`config.mk`:
```
export PLATFORM = sky130hd
export DESIGN_NAME = ssaie_ctrl
export DESIGN_NICKNAME = d
export VERILOG_FILES = /design/src/rtl/ssaie_pkg.sv /design/src/rtl/ssaie_ctrl.sv
export SDC_FILE = /design/constraint.sdc
export NUM_CORES = 1
export LEC_CHECK = 0
export ABC_CLOCK_PERIOD_IN_PS = 1300
export BUFFER_PORTS_ARGS = -buffer_cell sky130_fd_sc_hd__buf_2
export CAP_MARGIN = 20
export CORE_AREA = 2 2 39 41
export DETAILED_ROUTE_END_ITERATION = 10
export DIE_AREA = 0 0 41 43
export GPL_TIMING_DRIVEN = 1
export PLACE_DENSITY_LB_ADDON = 0.3
export SLEW_MARGIN = 20
export SYNTH_ARGS = -nofsm -noshare
export SYNTH_HDL_FRONTEND = slang
export SYNTH_SLANG_ARGS = --single-unit
```
`constraint.sdc`:
```
create_clock -name clock -period 1.3 [get_ports clock]
set_clock_uncertainty 0.05 [all_clocks]
set_input_delay 0.065 -clock clock [delete_from_list [all_inputs] [get_ports clock]]
set_output_delay 0.065 -clock clock [all_outputs]
set_load 0.1 [all_outputs]
```
`src/rtl/ssaie_pkg.sv`:
```
`timescale 1ns / 1ps
`default_nettype none

package ssaie_pkg;

   // storage sizes
   localparam int SLOTS     = 1024;
   localparam int SLOT_AW   = 10;
   localparam int MEM_BYTES = 65536;
   localparam int MEM_AW    = 16;
   localparam int REG_COUNT = 32;
   localparam int REG_AW    = 5;
   localparam int VAL_W     = 64;
   localparam int WID_W     = 7;

   localparam logic [WID_W-1:0] FULL_WIDTH = 7'd64;

   // opcodes
   localparam logic [4:0] OP_NOT      = 5'd0;
   localparam logic [4:0] OP_ADD      = 5'd1;
   localparam logic [4:0] OP_SUB      = 5'd2;
   localparam logic [4:0] OP_AND      = 5'd3;
   localparam logic [4:0] OP_OR       = 5'd4;
   localparam logic [4:0] OP_XOR      = 5'd5;
   localparam logic [4:0] OP_SHL      = 5'd6;
   localparam logic [4:0] OP_SHR      = 5'd7;
   localparam logic [4:0] OP_CAT      = 5'd8;
   localparam logic [4:0] OP_EXTRACT  = 5'd9;
   localparam logic [4:0] OP_EQ       = 5'd10;
   localparam logic [4:0] OP_NEQ      = 5'd11;
   localparam logic [4:0] OP_TERNARY  = 5'd12;
   localparam logic [4:0] OP_ASSERT   = 5'd13;
   localparam logic [4:0] OP_CONST    = 5'd14;
   localparam logic [4:0] OP_MEMSPACE = 5'd15;
   localparam logic [4:0] OP_LOAD8    = 5'd16;
   localparam logic [4:0] OP_LOAD16   = 5'd17;
   localparam logic [4:0] OP_LOAD32   = 5'd18;
   localparam logic [4:0] OP_LOAD64   = 5'd19;
   localparam logic [4:0] OP_STORE8   = 5'd20;
   localparam logic [4:0] OP_STORE16  = 5'd21;
   localparam logic [4:0] OP_STORE32  = 5'd22;

   // memory space selectors
   localparam logic [VAL_W-1:0] SPACE_REG  = 64'd0;
   localparam logic [VAL_W-1:0] SPACE_BYTE = 64'd1;

   // slot read address select
   localparam logic [1:0] RD_A = 2'd0;
   localparam logic [1:0] RD_B = 2'd1;
   localparam logic [1:0] RD_C = 2'd2;
   localparam logic [1:0] RD_D = 2'd3;

   typedef struct packed {
      logic [1:0] rd_sel;
      logic       latch;
      logic       cap_a;
      logic       cap_b;
      logic       cap_c;
      logic       cap_d;
      logic       mem_issue;
      logic       mem_cap;
      logic       wb;
   } cmd_type;

   typedef struct packed {
      logic clear_done;
      logic byte_access;
      logic is_store;
      logic byte_last;
      logic out_busy;
   } status_type;

   // mask of the low w bits, full at 64 and above
   function automatic logic [VAL_W-1:0] width_mask(input logic [7:0] w);
      logic [VAL_W-1:0] m;
      if (w >= 8'd64) begin
         m = {VAL_W{1'b1}};
      end else begin
         m = (64'd1 << w[5:0]) - 64'd1;
      end
      return m;
   endfunction

endpackage

`default_nettype wire

```
`src/rtl/ssaie_ctrl.sv`:
```
`timescale 1ns / 1ps
`default_nettype none

module ssaie_ctrl (
   input  wire logic                  clock,
   input  wire logic                  reset,
   input  wire logic                  req_valid,
   output logic                       req_ready,
   input  wire ssaie_pkg::status_type status,
   output ssaie_pkg::cmd_type         cmd
);

   localparam logic [3:0] S_CLEAR = 4'd0;
   localparam logic [3:0] S_IDLE  = 4'd1;
   localparam logic [3:0] S_RA    = 4'd2;
   localparam logic [3:0] S_RB    = 4'd3;
   localparam logic [3:0] S_RC    = 4'd4;
   localparam logic [3:0] S_RD    = 4'd5;
   localparam logic [3:0] S_CAP   = 4'd6;
   localparam logic [3:0] S_MRD   = 4'd7;
   localparam logic [3:0] S_MCAP  = 4'd8;
   localparam logic [3:0] S_WB    = 4'd9;

   logic [3:0] state_ff;
   logic [3:0] state_in;

   assign req_ready = (state_ff == S_IDLE);

   // sequence one instruction through the slot and byte stores
   always_comb begin
      state_in   = state_ff;
      cmd        = '0;
      cmd.rd_sel = ssaie_pkg::RD_A;
      unique case (state_ff)
         S_CLEAR: begin
            if (status.clear_done) state_in = S_IDLE;
         end
         S_IDLE: begin
            if (req_valid) begin
               cmd.latch = 1'b1;
               state_in  = S_RA;
            end
         end
         S_RA: begin
            cmd.rd_sel = ssaie_pkg::RD_A;
            state_in   = S_RB;
         end
         S_RB: begin
            cmd.rd_sel = ssaie_pkg::RD_B;
            cmd.cap_a  = 1'b1;
            state_in   = S_RC;
         end
         S_RC: begin
            cmd.rd_sel = ssaie_pkg::RD_C;
            cmd.cap_b  = 1'b1;
            state_in   = S_RD;
         end
         S_RD: begin
            cmd.rd_sel = ssaie_pkg::RD_D;
            cmd.cap_c  = 1'b1;
            state_in   = S_CAP;
         end
         S_CAP: begin
            cmd.cap_d = 1'b1;
            state_in  = status.byte_access ? S_MRD : S_WB;
         end
         S_MRD: begin
            cmd.mem_issue = 1'b1;
            if (!status.is_store) state_in = S_MCAP;
            else if (status.byte_last) state_in = S_WB;
         end
         S_MCAP: begin
            cmd.mem_cap = 1'b1;
            state_in    = status.byte_last ? S_WB : S_MRD;
         end
         S_WB: begin
            if (!status.out_busy) begin
               cmd.wb   = 1'b1;
               state_in = S_IDLE;
            end
         end
         default: state_in = S_CLEAR;
      endcase
   end

   always_ff @(posedge clock) begin
      if (reset) state_ff <= S_CLEAR;
      else state_ff <= state_in;
   end

endmodule

`default_nettype wire

```
==> flow_summary.toml, run 1 <==
[detailed_routing]
vias = 579
ant_nets = 0
dr.pass1.iters = 4
drt-initial-drc-count = 12
drt-vias-per-instance = 5.12
drc = 0
wirelength_microns = 1710
wl_per_cell_microns = 15.1

[layout]
final_cell_mix = "13 x buf_6, 12 x buf_4, 11 x buf_12"
largest_reg_flops = 4
reg_top3 = "state_ff (4)"
fillers = 74
antennaDiodeCount = 0
final_nets = 106
regMostFlops = "state_ff"
area_delta_synth_final_pct = 188
drive_gt1_frac = 0.804
final_util = 0.825
layout_commonest_cell = "buf_6"

[cts]
cts_tree = "built"
insertion_delay_ps = 250
cts.sink_count = 4
h-tree-depth = 1
root_buffer = "clkbuf_4"
path_clk_slew_ps = 50
cts_buffers = 3
cts_buffer_depth = 2

[sta]
final_hold_viol_count = 0
rsz0062_at_grt = "yes"
slew_headroom = 0.804
drv_slew = 0
setup_ws_ps = -183
max_freq_ghz = 0.674
final-setup-viol-count = 15
fin_crit_sh = 1.14
worstMarginPinSlew_ps = 290
min_period_ps = 1480

[logic_synthesis]
syn_nets = 61
ys.flop_type = "dfxtp_1"
synth_top_area_frac = 0.202
async_flop_share = 0
synth_seq_cells = 4
synthesis.area_per_instance_sq_um = 7.48
ys_types = 23
yosys_warnings = 0
synth_top_area_cell = "dfxtp_1"
yosys-top-cells-area = "dfxtp_1 20%, nor4b_2 7.6%, nor2_1 6.6%"
synthCells = 53
synth_seq_area_share = 0.202
synth_area_sq_um = 397
synth_edf_count = 0

[grt]
grt_pass1_wl_microns = 2580
grt_max_degree = 7
overflow = 0
track_usage = 0.213
antenna_found_initial = 0
grt_pass1_vias = 614

[setup_path]
path_class = "reg2out"
end_kind = "primary output"
cp.arrival_ps = 1370
startpoint_type = "flop"
worstPathRequired_ps = 1190
path_max_fanout = 5

[power_and_ir_drop]
pwr-share-seq = 0.220
ir_worst_vdd_mv = 0.507
power.share.combinational = 0.518
cellLeakagePower_nw = 0.439
internal-power_uw = 402
p_clk_frac = 0.262
p_per_area_mw_per_mm2 = 589
swShare = 0.402
p_sw_uw = 270

[run_status]
status = "finished with violations"
violations = "setup timing"

[placed_design]
gp_congestion = 0.843
place_ws_ps = -130
dpl.hpwl_microns = 1060
portBuffers = 18

[run]
drv_cap = 0

[die]
core-area_sq_mm = 0.00138
floorplan.initialDensity = 0.287
die_h_microns = 43
die_w_microns = 41
dieArea_sq_mm = 0.00176
ios = 19
core.rowCount = 14

[hold_path]
hold_path_class = "in2reg"
## cell usage after synthesis, types with 3 or more instances
cell type	n
a21oi_1	4
dfxtp_1	4
nand2_1	4
nand3_1	3
nor2_1	7
nor3_1	5
## logic make-up (layout without fill, tap and decap cells)
logic type                after synthesis  in the layout  share of synthesized area
and+or+nand+nor                        33             33                      0.492
AOI/OAI and AO/OA                       8              8                      0.139
buffers and inverters                   5             49                     0.0915
DFF                                     4              4                      0.202
muxes                                   2              2                     0.0536
xor gates and xnor gates                1              1                     0.0221
## worst max-delay path, stage by stage, from the launching register on
cell and delay (ps):
dfxtp_4 350, buf_6 120, buf_6 110, xnor2_2 120, nor3b_2 220, buf_12 210
## layer usage
metal,part of all wire,vias to the layer above,track usage
li1,-,284,-
met1,0.38,271,0.256
met2,0.57,20,0.359
met3,0.021,4,0.0157
met4,0.026,0,0.0933
met5,0,-,0
## cell type report
cell class                 instances  area [sq um]  share of cell area
clock buffer                       4          26.3              0.0230
inverter                           1          8.76             0.00768
multi-input combinational         44           489               0.429
sequential                         4          95.1              0.0833
tap                               16          20.0              0.0175
timing repair buffer              44           502               0.440
## power groups by stage
stage / sequential (mW) / clock [mW] / combinational, mW
2_1_floorplan: 0.142 / 0 / 0.165
3_3_place_gp: 0.149 / 0 / 0.252
4_1_cts: 0.145 / 0.182 / 0.297
5_1_grt: 0.148 / 0.198 / 0.365
3_5_place_dp: 0.149 / 0 / 0.255
6_report: 0.148 / 0.176 / 0.348
## metrics by stage
step	total power, mW	instances	instance area (sq um)	hold slack [ps]	TNS [ps]
2_1_floorplan	0.306	53	494	84.1	-4170
3_5_place_dp	0.404	101	866	208	-418
3_3_place_gp	0.401	101	866	202	-271
6_report	0.672	113	1140	65.4	-1620
5_1_grt	0.712	113	1140	68.6	-2420
4_1_cts	0.625	110	1030	69.4	-1290
## what timing repair did
action,CTS,global route
buffers inserted,4,3
resized for setup,28,16
endpoints found under the setup margin,15,15
pin swaps,6,6
hold buffers,1,0
endpoints found under the hold margin,2,0
## path summary, 6_finish.rpt
path,start,to,slack (ps),cells past startpoint
worst min-delay path,status[0],state_ff[3],70,3
worst max-delay path,state_ff[2],cmd[8],-180,5
worst min register to register,state_ff[1],state_ff[0],630,3
worst max register to register,state_ff[2],state_ff[3],-160,6
No activity file was read; power rests on OpenSTA's default activity.
==> inputs of run 2 (changes only) <==
Settings changed: SKIP_LAST_GASP set to 1.
==> run 2 against run 1 <==
  * The flow still finishes with violations (setup timing)
  * Total power fell by 1.3%
  * Cell count grew 4.4%
  * Critical path depth is 1 higher
  * Register-to-register slack worse by 70 ps
  * Critical endpoint is now state_ff[3]
  * Largest cell class unchanged
==> flow_summary.toml, run 2 (synthesis gave the netlist of run 1 again) <==
[setup_path]
r2r-start = "state_ff[2]"
cp.arrival_ps = 1650
end_kind = "flop"
r2r_slack_ps = -230
worstReg2RegEnd = "state_ff[3]"
reg2regPathDepth = 6
crit_start = "state_ff[2]"
worstPathRequired_ps = 1420
path_class = "reg2reg"
startpoint_type = "flop"
path_max_fanout = 5

[placed_design]
gp_congestion = 0.843
dpl.cell_count = 101
dpl.hpwl_microns = 1060
place_ws_ps = -130
portBuffers = 18

[sta]
setup_ws_ps = -229
fin_crit_sh = 1.18
drv_slew = 0
final_hold_viol_count = 0
slew_headroom = 0.830
rsz0062_at_grt = "yes"
max_freq_ghz = 0.654
min_period_ps = 1530
final-setup-viol-count = 15
worstMarginPinSlew_ps = 252

[hold_path]
hp-start = "status[0]"
min_to = "state_ff[3]"
hold_path_class = "in2reg"
hold_depth = 3

[detailed_routing]
drt-vias-per-instance = 5.18
drt-initial-drc-count = 6
wl_per_cell_microns = 16.9
drc = 0
vias = 611
wirelength_microns = 1990
dr.pass1.iters = 4
ant_nets = 0

[run_status]
violations = "setup timing"
status = "finished with violations"

[cts]
cts_buffers = 3
h-tree-depth = 1
insertion_delay_ps = 250
cts_tree = "built"
path_clk_slew_ps = 50
cts.sink_count = 4
cts_buffer_depth = 2
root_buffer = "clkbuf_4"

[die]
ios = 19
floorplan.initialDensity = 0.287
die_w_microns = 41
core.rowCount = 14
dieArea_sq_mm = 0.00176
die_h_microns = 43
core-area_sq_mm = 0.00138

[layout]
drive_gt1_frac = 0.814
final_cells = 118
final_nets = 111
reg_top3 = "state_ff (4)"
final_cell_mix = "19 x buf_4, 12 x buf_12, 10 x buf_6"
area_delta_synth_final_pct = 194
antennaDiodeCount = 0
regMostFlops = "state_ff"
fillers = 73
largest_reg_flops = 4
layout_commonest_cell = "buf_4"

[run]
drv_cap = 0

[grt]
overflow = 0
antenna_found_initial = 0
grt_pass1_wl_microns = 2500
grt_max_degree = 7
grt_pass1_vias = 591
track_usage = 0.209

[power_and_ir_drop]
ir_worst_vdd_mv = 0.467
cellLeakagePower_nw = 0.481
power_uw = 663
p_per_area_mw_per_mm2 = 570
run 2: changes by cell type in the layout (fill, tap and decap cells not counted), sizes merged:
cell  previous run  this run
buf             43        48
run 2: how the worst max path moves through the flow:
stage	slack [ps]	to	cells past startpoint
3_3_place_gp	-100	state_ff[0]	4
2_1_floorplan	-870	state_ff[3]	5
5_1_grt	-300	state_ff[3]	6
6_report	-230	state_ff[3]	6
3_5_place_dp	-130	state_ff[3]	5
4_1_cts	-200	cmd[8]	5
run 2: metal layers:
layer,share of wire,global-route usage,vias to the layer above
met5,0,0,-
met4,0.021,0.107,0
met3,0.014,0.0157,6
met2,0.56,0.344,14
met1,0.40,0.254,299
li1,-,-,292
run 2: power by group:
| part | leakage (nW) | internal, mW | switching, mW | total, mW |
|---|---|---|---|---|
| registers | 0.0355 | 0.127 | 0.0215 | 0.148 |
| clock network | 0.0150 | 0.116 | 0.0638 | 0.180 |
| logic | 0.430 | 0.152 | 0.184 | 0.335 |
run 2: metrics by stage:
stage                     utilization  area (sq um)  hold WS, ps  setup TNS (ps)
after floorplan                     -           494         84.1           -4170
after global placement          0.626           866          202            -271
after detailed placement        0.626           866          208            -418
after CTS                       0.716           991         68.6           -1600
after global routing            0.842          1160          102           -2780
final                           0.842          1160         82.1           -2140
run 2: worst max-delay path, stage by stage (launching register included):
cell,delay (ps)
dfxtp_4,350
buf_6,120
buf_6,110
nor4b_4,240
a32oi_1,120
or3_1,340
a21oi_1,130
run 2: area by class of cell:
class / instances / area [sq um] / share of cell area
inverters: 1 / 6.26 / 0.00537
well taps: 16 / 20.0 / 0.0172
multi-input cells: 44 / 477 / 0.409
flip-flops and latches: 4 / 95.1 / 0.0816
clock buffers: 4 / 26.3 / 0.0226
repair buffers: 49 / 541 / 0.464
run 2: what timing repair did:
action	4_1_cts	5_1_grt
hold buffers	1	0
pin swaps	5	8
setup endpoints to repair	15	15
hold endpoints to repair	2	0
gates resized for setup	19	20
buffers inserted	4	8
